## config.mk

```make
export PLATFORM = sky130hd
export DESIGN_NAME = wlp_ctrl
export DESIGN_NICKNAME = d
export VERILOG_FILES = /design/src/rtl/core/wlp_pkg.sv /design/src/rtl/core/wlp_ctrl.sv
export SDC_FILE = /design/constraint.sdc
export NUM_CORES = 1
export LEC_CHECK = 0
export BUFFER_PORTS_ARGS = -buffer_cell sky130_fd_sc_hd__buf_2
export CORE_UTILIZATION = 30
export CTS_BUF_LIST = sky130_fd_sc_hd__clkbuf_8
export CTS_CLUSTER_SIZE = 14
export DETAILED_ROUTE_END_ITERATION = 8
export GPL_TIMING_DRIVEN = 1
export PLACE_DENSITY = 0.59
export SKIP_CTS_REPAIR_TIMING = 1
export SLEW_MARGIN = 10
export SYNTH_ARGS = -nofsm -noshare
export SYNTH_HDL_FRONTEND = slang
export SYNTH_SLANG_ARGS = --single-unit
```

## constraint.sdc

```tcl
create_clock -name clk -period 2.75 [get_ports clk]
set_clock_uncertainty 0.2 [all_clocks]
set_input_delay 0.275 -clock clk [delete_from_list [all_inputs] [get_ports clk]]
set_output_delay 0.275 -clock clk [all_outputs]
set_load 0.01 [all_outputs]
```

## src/rtl/core/wlp_pkg.sv

```systemverilog
// shared constants, codes, control structs and latency helper for the percentile block
package wlp_pkg;

  localparam int DEPTH_DEFAULT = 1024;
  localparam int TS_W          = 64;
  localparam int LAT_W         = 32;
  localparam int QUEUE_W       = 32;
  localparam int REC_W         = 64;
  localparam int COUNT_OUT_W   = 11;
  localparam int BIT_W         = 5;
  localparam int PCT_DIV       = 100;
  localparam int PCT_DIV_W     = 7;

  // 2^32/100 rounded up: (x*PCT_RECIP) >> PCT_RECIP_SH is x/100 exactly for x below 2^30
  localparam int PCT_RECIP     = 42949673;
  localparam int PCT_RECIP_SH  = 32;

  localparam logic [1:0] MODE_RECORD = 2'd0;
  localparam logic [1:0] MODE_QUERY  = 2'd1;
  localparam logic [1:0] MODE_CLEAR  = 2'd2;

  localparam logic [1:0] METRIC_TOTAL     = 2'd0;
  localparam logic [1:0] METRIC_OVERSHOOT = 2'd1;
  localparam logic [1:0] METRIC_QUEUE     = 2'd2;

  localparam int PCT_50 = 50;
  localparam int PCT_95 = 95;
  localparam int PCT_99 = 99;

  // rank steps done by reciprocal multiply, average by the serial divider
  typedef enum logic [1:0] {
    DIV_P50,
    DIV_P95,
    DIV_P99,
    DIV_AVG
  } div_op_t;

  typedef enum logic [2:0] {
    ST_IDLE,
    ST_START,
    ST_DIV,
    ST_DIV_WAIT,
    ST_SCAN,
    ST_DRAIN,
    ST_COMMIT,
    ST_DONE
  } state_t;

  typedef struct packed {
    logic    record;
    logic    clear;
    logic    query_start;
    logic    rd_en;
    logic    commit;
    logic    div_start;
    div_op_t div_op;
    logic    out_load;
  } cmd_t;

  typedef struct packed {
    logic empty;
    logic addr_last;
    logic bit_last;
    logic div_done;
  } status_t;

  // difference of two stamps, zero when absent or not later, saturated
  function automatic logic [LAT_W-1:0] latency(input logic [TS_W-1:0] early,
                                               input logic [TS_W-1:0] late);
    logic [TS_W-1:0] d;
    d = late - early;
    if (early == '0 || late == '0 || late <= early) begin
      return '0;
    end else if (d[TS_W-1:LAT_W] != '0) begin
      return '1;
    end else begin
      return d[LAT_W-1:0];
    end
  endfunction

endpackage

```

## src/rtl/core/wlp_ctrl.sv

```systemverilog
// controller: transaction decode and query sequencing
module wlp_ctrl (
  input  logic             clk,
  input  logic             rst,
  input  logic             in_valid,
  output logic             in_stall,
  input  logic [1:0]       mode,
  output logic             out_valid,
  input  logic             out_stall,
  output wlp_pkg::cmd_t    cmd,
  input  wlp_pkg::status_t status
);

  wlp_pkg::state_t  state;
  wlp_pkg::state_t  state_next;
  wlp_pkg::div_op_t op;
  wlp_pkg::div_op_t op_next;
  logic             out_valid_next;
  logic             accept;

  assign in_stall = (state != wlp_pkg::ST_IDLE);
  assign accept   = in_valid && !in_stall;

  // state registers
  always_ff @(posedge clk) begin
    if (rst) begin
      state     <= wlp_pkg::ST_IDLE;
      op        <= wlp_pkg::DIV_P50;
      out_valid <= 1'b0;
    end else begin
      state     <= state_next;
      op        <= op_next;
      out_valid <= out_valid_next;
    end
  end

  // next state and commands
  always_comb begin
    state_next       = state;
    op_next          = op;
    cmd              = '0;
    cmd.div_op       = op;
    out_valid_next   = out_valid && out_stall;
    unique case (state)
      wlp_pkg::ST_IDLE: begin
        if (accept) begin
          cmd.record = (mode == wlp_pkg::MODE_RECORD);
          cmd.clear  = (mode == wlp_pkg::MODE_CLEAR);
          if (mode == wlp_pkg::MODE_QUERY) begin
            cmd.query_start = 1'b1;
            state_next      = wlp_pkg::ST_START;
          end
        end
      end
      wlp_pkg::ST_START: begin
        if (status.empty) begin
          state_next = wlp_pkg::ST_DONE;
        end else begin
          op_next    = wlp_pkg::DIV_P50;
          state_next = wlp_pkg::ST_DIV;
        end
      end
      wlp_pkg::ST_DIV: begin
        cmd.div_start = 1'b1;
        state_next    = wlp_pkg::ST_DIV_WAIT;
      end
      wlp_pkg::ST_DIV_WAIT: begin
        if (status.div_done) begin
          unique case (op)
            wlp_pkg::DIV_P50: begin
              op_next    = wlp_pkg::DIV_P95;
              state_next = wlp_pkg::ST_DIV;
            end
            wlp_pkg::DIV_P95: begin
              op_next    = wlp_pkg::DIV_P99;
              state_next = wlp_pkg::ST_DIV;
            end
            wlp_pkg::DIV_P99: state_next = wlp_pkg::ST_SCAN;
            default:          state_next = wlp_pkg::ST_DONE;
          endcase
        end
      end
      wlp_pkg::ST_SCAN: begin
        cmd.rd_en = 1'b1;
        if (status.addr_last) begin
          state_next = wlp_pkg::ST_DRAIN;
        end
      end
      wlp_pkg::ST_DRAIN: begin
        state_next = wlp_pkg::ST_COMMIT;
      end
      wlp_pkg::ST_COMMIT: begin
        cmd.commit = 1'b1;
        if (status.bit_last) begin
          op_next    = wlp_pkg::DIV_AVG;
          state_next = wlp_pkg::ST_DIV;
        end else begin
          state_next = wlp_pkg::ST_SCAN;
        end
      end
      wlp_pkg::ST_DONE: begin
        if (!out_valid || !out_stall) begin
          cmd.out_load   = 1'b1;
          out_valid_next = 1'b1;
          state_next     = wlp_pkg::ST_IDLE;
        end
      end
      default: state_next = wlp_pkg::ST_IDLE;
    endcase
  end

  a_no_overwrite: assert property (@(posedge clk) disable iff (rst)
    cmd.out_load |-> !(out_valid && out_stall))
    else $error("result loaded over a pending transaction");

  a_load_shows: assert property (@(posedge clk) disable iff (rst)
    cmd.out_load |=> out_valid)
    else $error("loaded result not presented");

endmodule

```

* Yosys cells after proc, flatten, opt, wreduce, memory -nomap -nowiden
Index checks and enable logic that the tools add are counted.
W data, S select, Z words.
** Operators by class
- Equality and inequality tests :: 19
- Reductions and logical operators :: 14
- Multiplexer cells :: 24
** Operators by type and width (number)
- $mux W3 :: 9
- $pmux W3 S8 :: 1
- $ne A2 B2 Y1 const B :: 7
- $eq A3 B3 Y1 const B :: 4
- $reduce_and A5 Y1 :: 2
- $mux W1 :: 8
- $eq A3 B2 Y1 const B :: 2
- $mux W2 :: 3
- $pmux W2 S3 :: 1
- $pmux W3 S2 :: 1
- $reduce_bool A3 Y1 :: 2
- $eq A2 B1 Y1 const B :: 2
- $eq A2 B2 Y1 const B :: 2
- $logic_not A2 Y1 :: 2
- $pmux W2 S2 :: 1
- $eq A3 B1 Y1 const B :: 1
- $logic_not A1 Y1 :: 3
- $logic_not A3 Y1 :: 1
- $ne A3 B3 Y1 const B :: 1
- $logic_and A1 B1 Y1 :: 2
- $reduce_or A2 Y1 :: 1
- $logic_or A1 B1 Y1 :: 1
** Word-level totals
- Word-level logic and storage cells :: 60
- Register bits after elaboration :: 6

* Logic depth before layout (Yosys ltp)
- Word-level depth :: 5
- Depth in mapped cells :: 5

* Worst setup path after synthesis
No wires, ideal clock.
- Path kind :: register to output
- Start point :: register state[1]
- End point :: output port cmd[8] (netlist bit)
- Slack :: 0.930 ns
- Stages on the path, launching flop included :: 5
- Arrival :: 1.345 ns
- Data required time :: 2.275 ns
- Path buffers :: 1
- Cell sequence :: dfxtp_1 > buf_2 > nor3_1 > inv_1 > nor4b_1
** RTL lines
- from (decl) :: RTL line wlp_ctrl.sv:14 : wlp_pkg::state_t state;
- from (signal assigned) :: RTL line wlp_ctrl.sv:27 : state <= wlp_pkg::ST_IDLE;
- from (signal assigned) :: RTL line wlp_ctrl.sv:31 : state <= state_next;
- to (decl) :: RTL line wlp_ctrl.sv:10 : output wlp_pkg::cmd_t cmd,

==> results.txt <==
In this run the standard cell core region covers 0.00138 sq mm. Minimum setup slack after placement: 0.940 ns. The netlist uses 27 different library cells. The worst reg-to-reg setup slack is 0.93 ns. TritonCTS created 3 clock buffers. In this run the critical register-to-register path is launched from state[2]. By startpoint and endpoint, the worst setup path is classified as reg2out. The completed layout was analyzed and its total power is 0.000585 W. 21 I/O pins were placed.

The initial antenna violation count came out at 0. STA classifies the critical path endpoint as an output pin. The synthesized area divided by synthesized cell count works out to 8.30 sq um.

For the pin with the worst max-slew slack, the measured transition is 0.451 ns. Data arrival time of the worst path: 1.53 ns. The tightest min-delay check is of the in2reg type. TritonCTS built the clock tree. In the final design database the tool counted 89 nets.

The deepest level of the CTS H-tree is 1, and the number of endpoints with negative hold slack in the final report is 0. The share of the core filled with cells was 0.443; the wire length of the first global-routing pass was 1.75 mm. The clock period minus worst slack came out at 2.01 ns. The die area is 0.00174 sq mm, and the overall die height is 41.7 microns. The worst hold path passes through 2 cells. The post-route clock period utilization works out to 0.730. The share of flip-flops with an asynchronous set or reset came out at 0. The sequential area share after synthesis was 0.254; the met1 routing resource usage after global routing was 0.185. The dominant register cell in the synthesized netlist is sky130_fd_sc_hd__dfxtp_1. Sorting the synthesized cells by area gives the leading types as sky130_fd_sc_hd__dfxtp_1 25%, sky130_fd_sc_hd__a221oi_2 6.3%, sky130_fd_sc_hd__a21oi_1 5.3%, sky130_fd_sc_hd__nor2b_1 5.3%, sky130_fd_sc_hd__and2b_1 4.8%. The cell area that synthesis handed to floorplanning was 473 sq um. The worst slew margin relative to its limit came out at 0.699. Counting every sink on the clock net gives 6. The most frequent cell after synthesis was sky130_fd_sc_hd__dfxtp_1. The tool flagged a number of max-cap violations equal to 0. The final max-slew violation count is 0. Setup repair after global routing left no endpoint under its margin.

In this run the worst path has a maximum fanout of 13. The congestion estimate from routability-driven global placement came to 0.803. Using the TritonRoute via totals, the vias-per-cell ratio works out to 5.14. The routing usage on met2 was 0.163. The worst hold path terminates at op[1].

For the static leakage, the log shows 0.297 nW. In the final routed layout, each cell accounts on average for 11.0 microns. The run finished with clean final reports. Largest area contributor in the synthesized netlist: sky130_fd_sc_hd__dfxtp_1. The tree is rooted in a sky130_fd_sc_hd__clkbuf_8. The clock passes through at most 2 buffers. Count of flip-flops with a built-in enable after synthesis: 0.

Walking the worst path, the cells encountered are nor3_1 -> inv_1 -> nor4b_1 -> buf_2. Counting flops and latches in the post-synthesis netlist gives 6. Worst supply voltage drop on vdd: 469 uV. The later pin in the worst-skew pair is clocked with a latency of 0.22 ns. The proportion of layout cells with a drive suffix above 1 is 0.364, and the gate count after technology mapping is 57. Hold timing on the final database bottoms out at a slack of 0.106 ns. The number of violations reported at the end of detailed-routing iteration 0 was 11. The slowest stage of the critical path belongs to the cell sky130_fd_sc_hd__dfxtp_1.

Entering global routing, the biggest net connects 17 pins. After global routing the overflow that remains totals 0. The final worst slack is 0.741 ns, and the post-DP HPWL is 790 microns. The tools report the starting utilization of the core area as 0.342. The vias after detailed routing is 473.

Input and output buffers added on the ports amount to 20. The portion of synthesized cell area occupied by the leading cell type was 0.254. The ratio of total power to cell area is 956 mW/mm^2.

The run gives 407 as the number of global-route vias before repair. The logs give 0 for the DRC violations left and 1.01 mm for the wire length after detailed routing. The number of cells traversed by the worst register-to-register path works out to 4.

Counting every net in the synthesized netlist gives 67. The endpoint identified for the worst register-to-register timing path is op[1]. Die span in x: 41.7 microns. The met3 track demand over resource was 0.0348; the maximum cell stage delay along the critical path was 0.42 ns.

Setup violations remaining at the end of the flow were counted as 0. The detail route stage leaves a number of antenna-violating nets equal to 0. The worst setup path is launched from a flip-flop. From synthesis to final layout, the design area changed by 29.4%. The busiest layer in global routing was met1.

For this run, the detailed router's first-pass iteration total came to 4. The sum of negative setup slack is 0 ns. In this run the core area contains 13 standard-cell rows.

The count of antenna diodes in the layout was 0. In the synthesized netlist, the cells that appear most often are 6 x sky130_fd_sc_hd__dfxtp_1, 5 x sky130_fd_sc_hd__a21oi_1, 4 x sky130_fd_sc_hd__inv_1, 4 x sky130_fd_sc_hd__nor2b_1, 4 x sky130_fd_sc_hd__o21ai_0. For this run, the top clock speed supported by timing is 0.498 GHz. In this run the most critical hold path is launched from rst.

The data required time at the worst endpoint is 2.28 ns, and the post-CTS clock slew at the launch and capture registers of the worst setup and hold paths is 0.04 ns. The aggregate global-route resource usage came out at 0.128. Yosys printed 0 warnings.
[where the power goes]
part	internal, W	total [W]	switching [W]
logic	0.000133	0.000260	0.000127
clock network	0.0000941	0.000132	0.0000381
registers	0.000120	0.000193	0.0000729
[critical path, delay by kind of cell (launching register included)]
kind	cells	cell delay, ns
AND/OR/NAND/NOR	2	0.60
buffers and inverters	2	0.29
flip-flops	1	0.42
[how the worst max path moves through the flow]
| stage | startpoint | to | slack [ns] | cells after the start |
|---|---|---|---|---|
| 3_5_place_dp | state[2] | op[1] | 0.94 | 4 |
| 5_1_grt | state[1] | cmd[8] | 0.61 | 4 |
| 4_1_cts | state[1] | cmd[8] | 0.74 | 4 |
| 6_report | state[1] | cmd[8] | 0.74 | 4 |
| 3_3_place_gp | state[2] | op[1] | 0.98 | 4 |
| 2_1_floorplan | state[1] | cmd[8] | 0.93 | 4 |
[area by class of cell]
class,instances,area [sq um]
Clock buffer,3,41.3
Fill cell,138,771
Inverter,4,15.0
Multi-Input combinational cell,44,317
Sequential cell,6,120
Tap cell,15,18.8
Timing Repair Buffer,20,100
[placed cells by master, fill, tap and decap left out, drive strengths merged, types with 2 or more instances in the layout]
master	count
a211o	2
a21boi	2
a21oi	5
a221oi	2
and2b	3
and4b	2
buf	20
clkbuf	3
dfxtp	6
inv	4
nand2	3
nand3	2
nor2	3
nor2b	4
nor3b	2
o21ai	4
[sequential cells by signal (all words and copies together), names as in the netlist]
| name | count |
|---|---|
| state | 3 |
| out_valid | 1 |
| op | 2 |
[through the flow]
step,std cells,area (sq um)
after floorplan,57,473
after global placement,89,571
after detailed placement,89,571
after CTS,92,612
after global routing,92,612
final,92,612
[per-layer routing]
layer,vias to the layer above,wire [microns],share of wire
met3,0,56,0.055
met2,14,407,0.40
met1,208,548,0.54
met4,0,0,0
met5,-,0,0
li1,251,-,-
[cells by family after synthesis]
family | share of synthesized area
AOI/OAI and AO/OA | 0.304
buffers and inverters | 0.0767
DFF | 0.254
and+or+nand+nor | 0.365
Note: power is estimated with default switching activity, not from simulation.
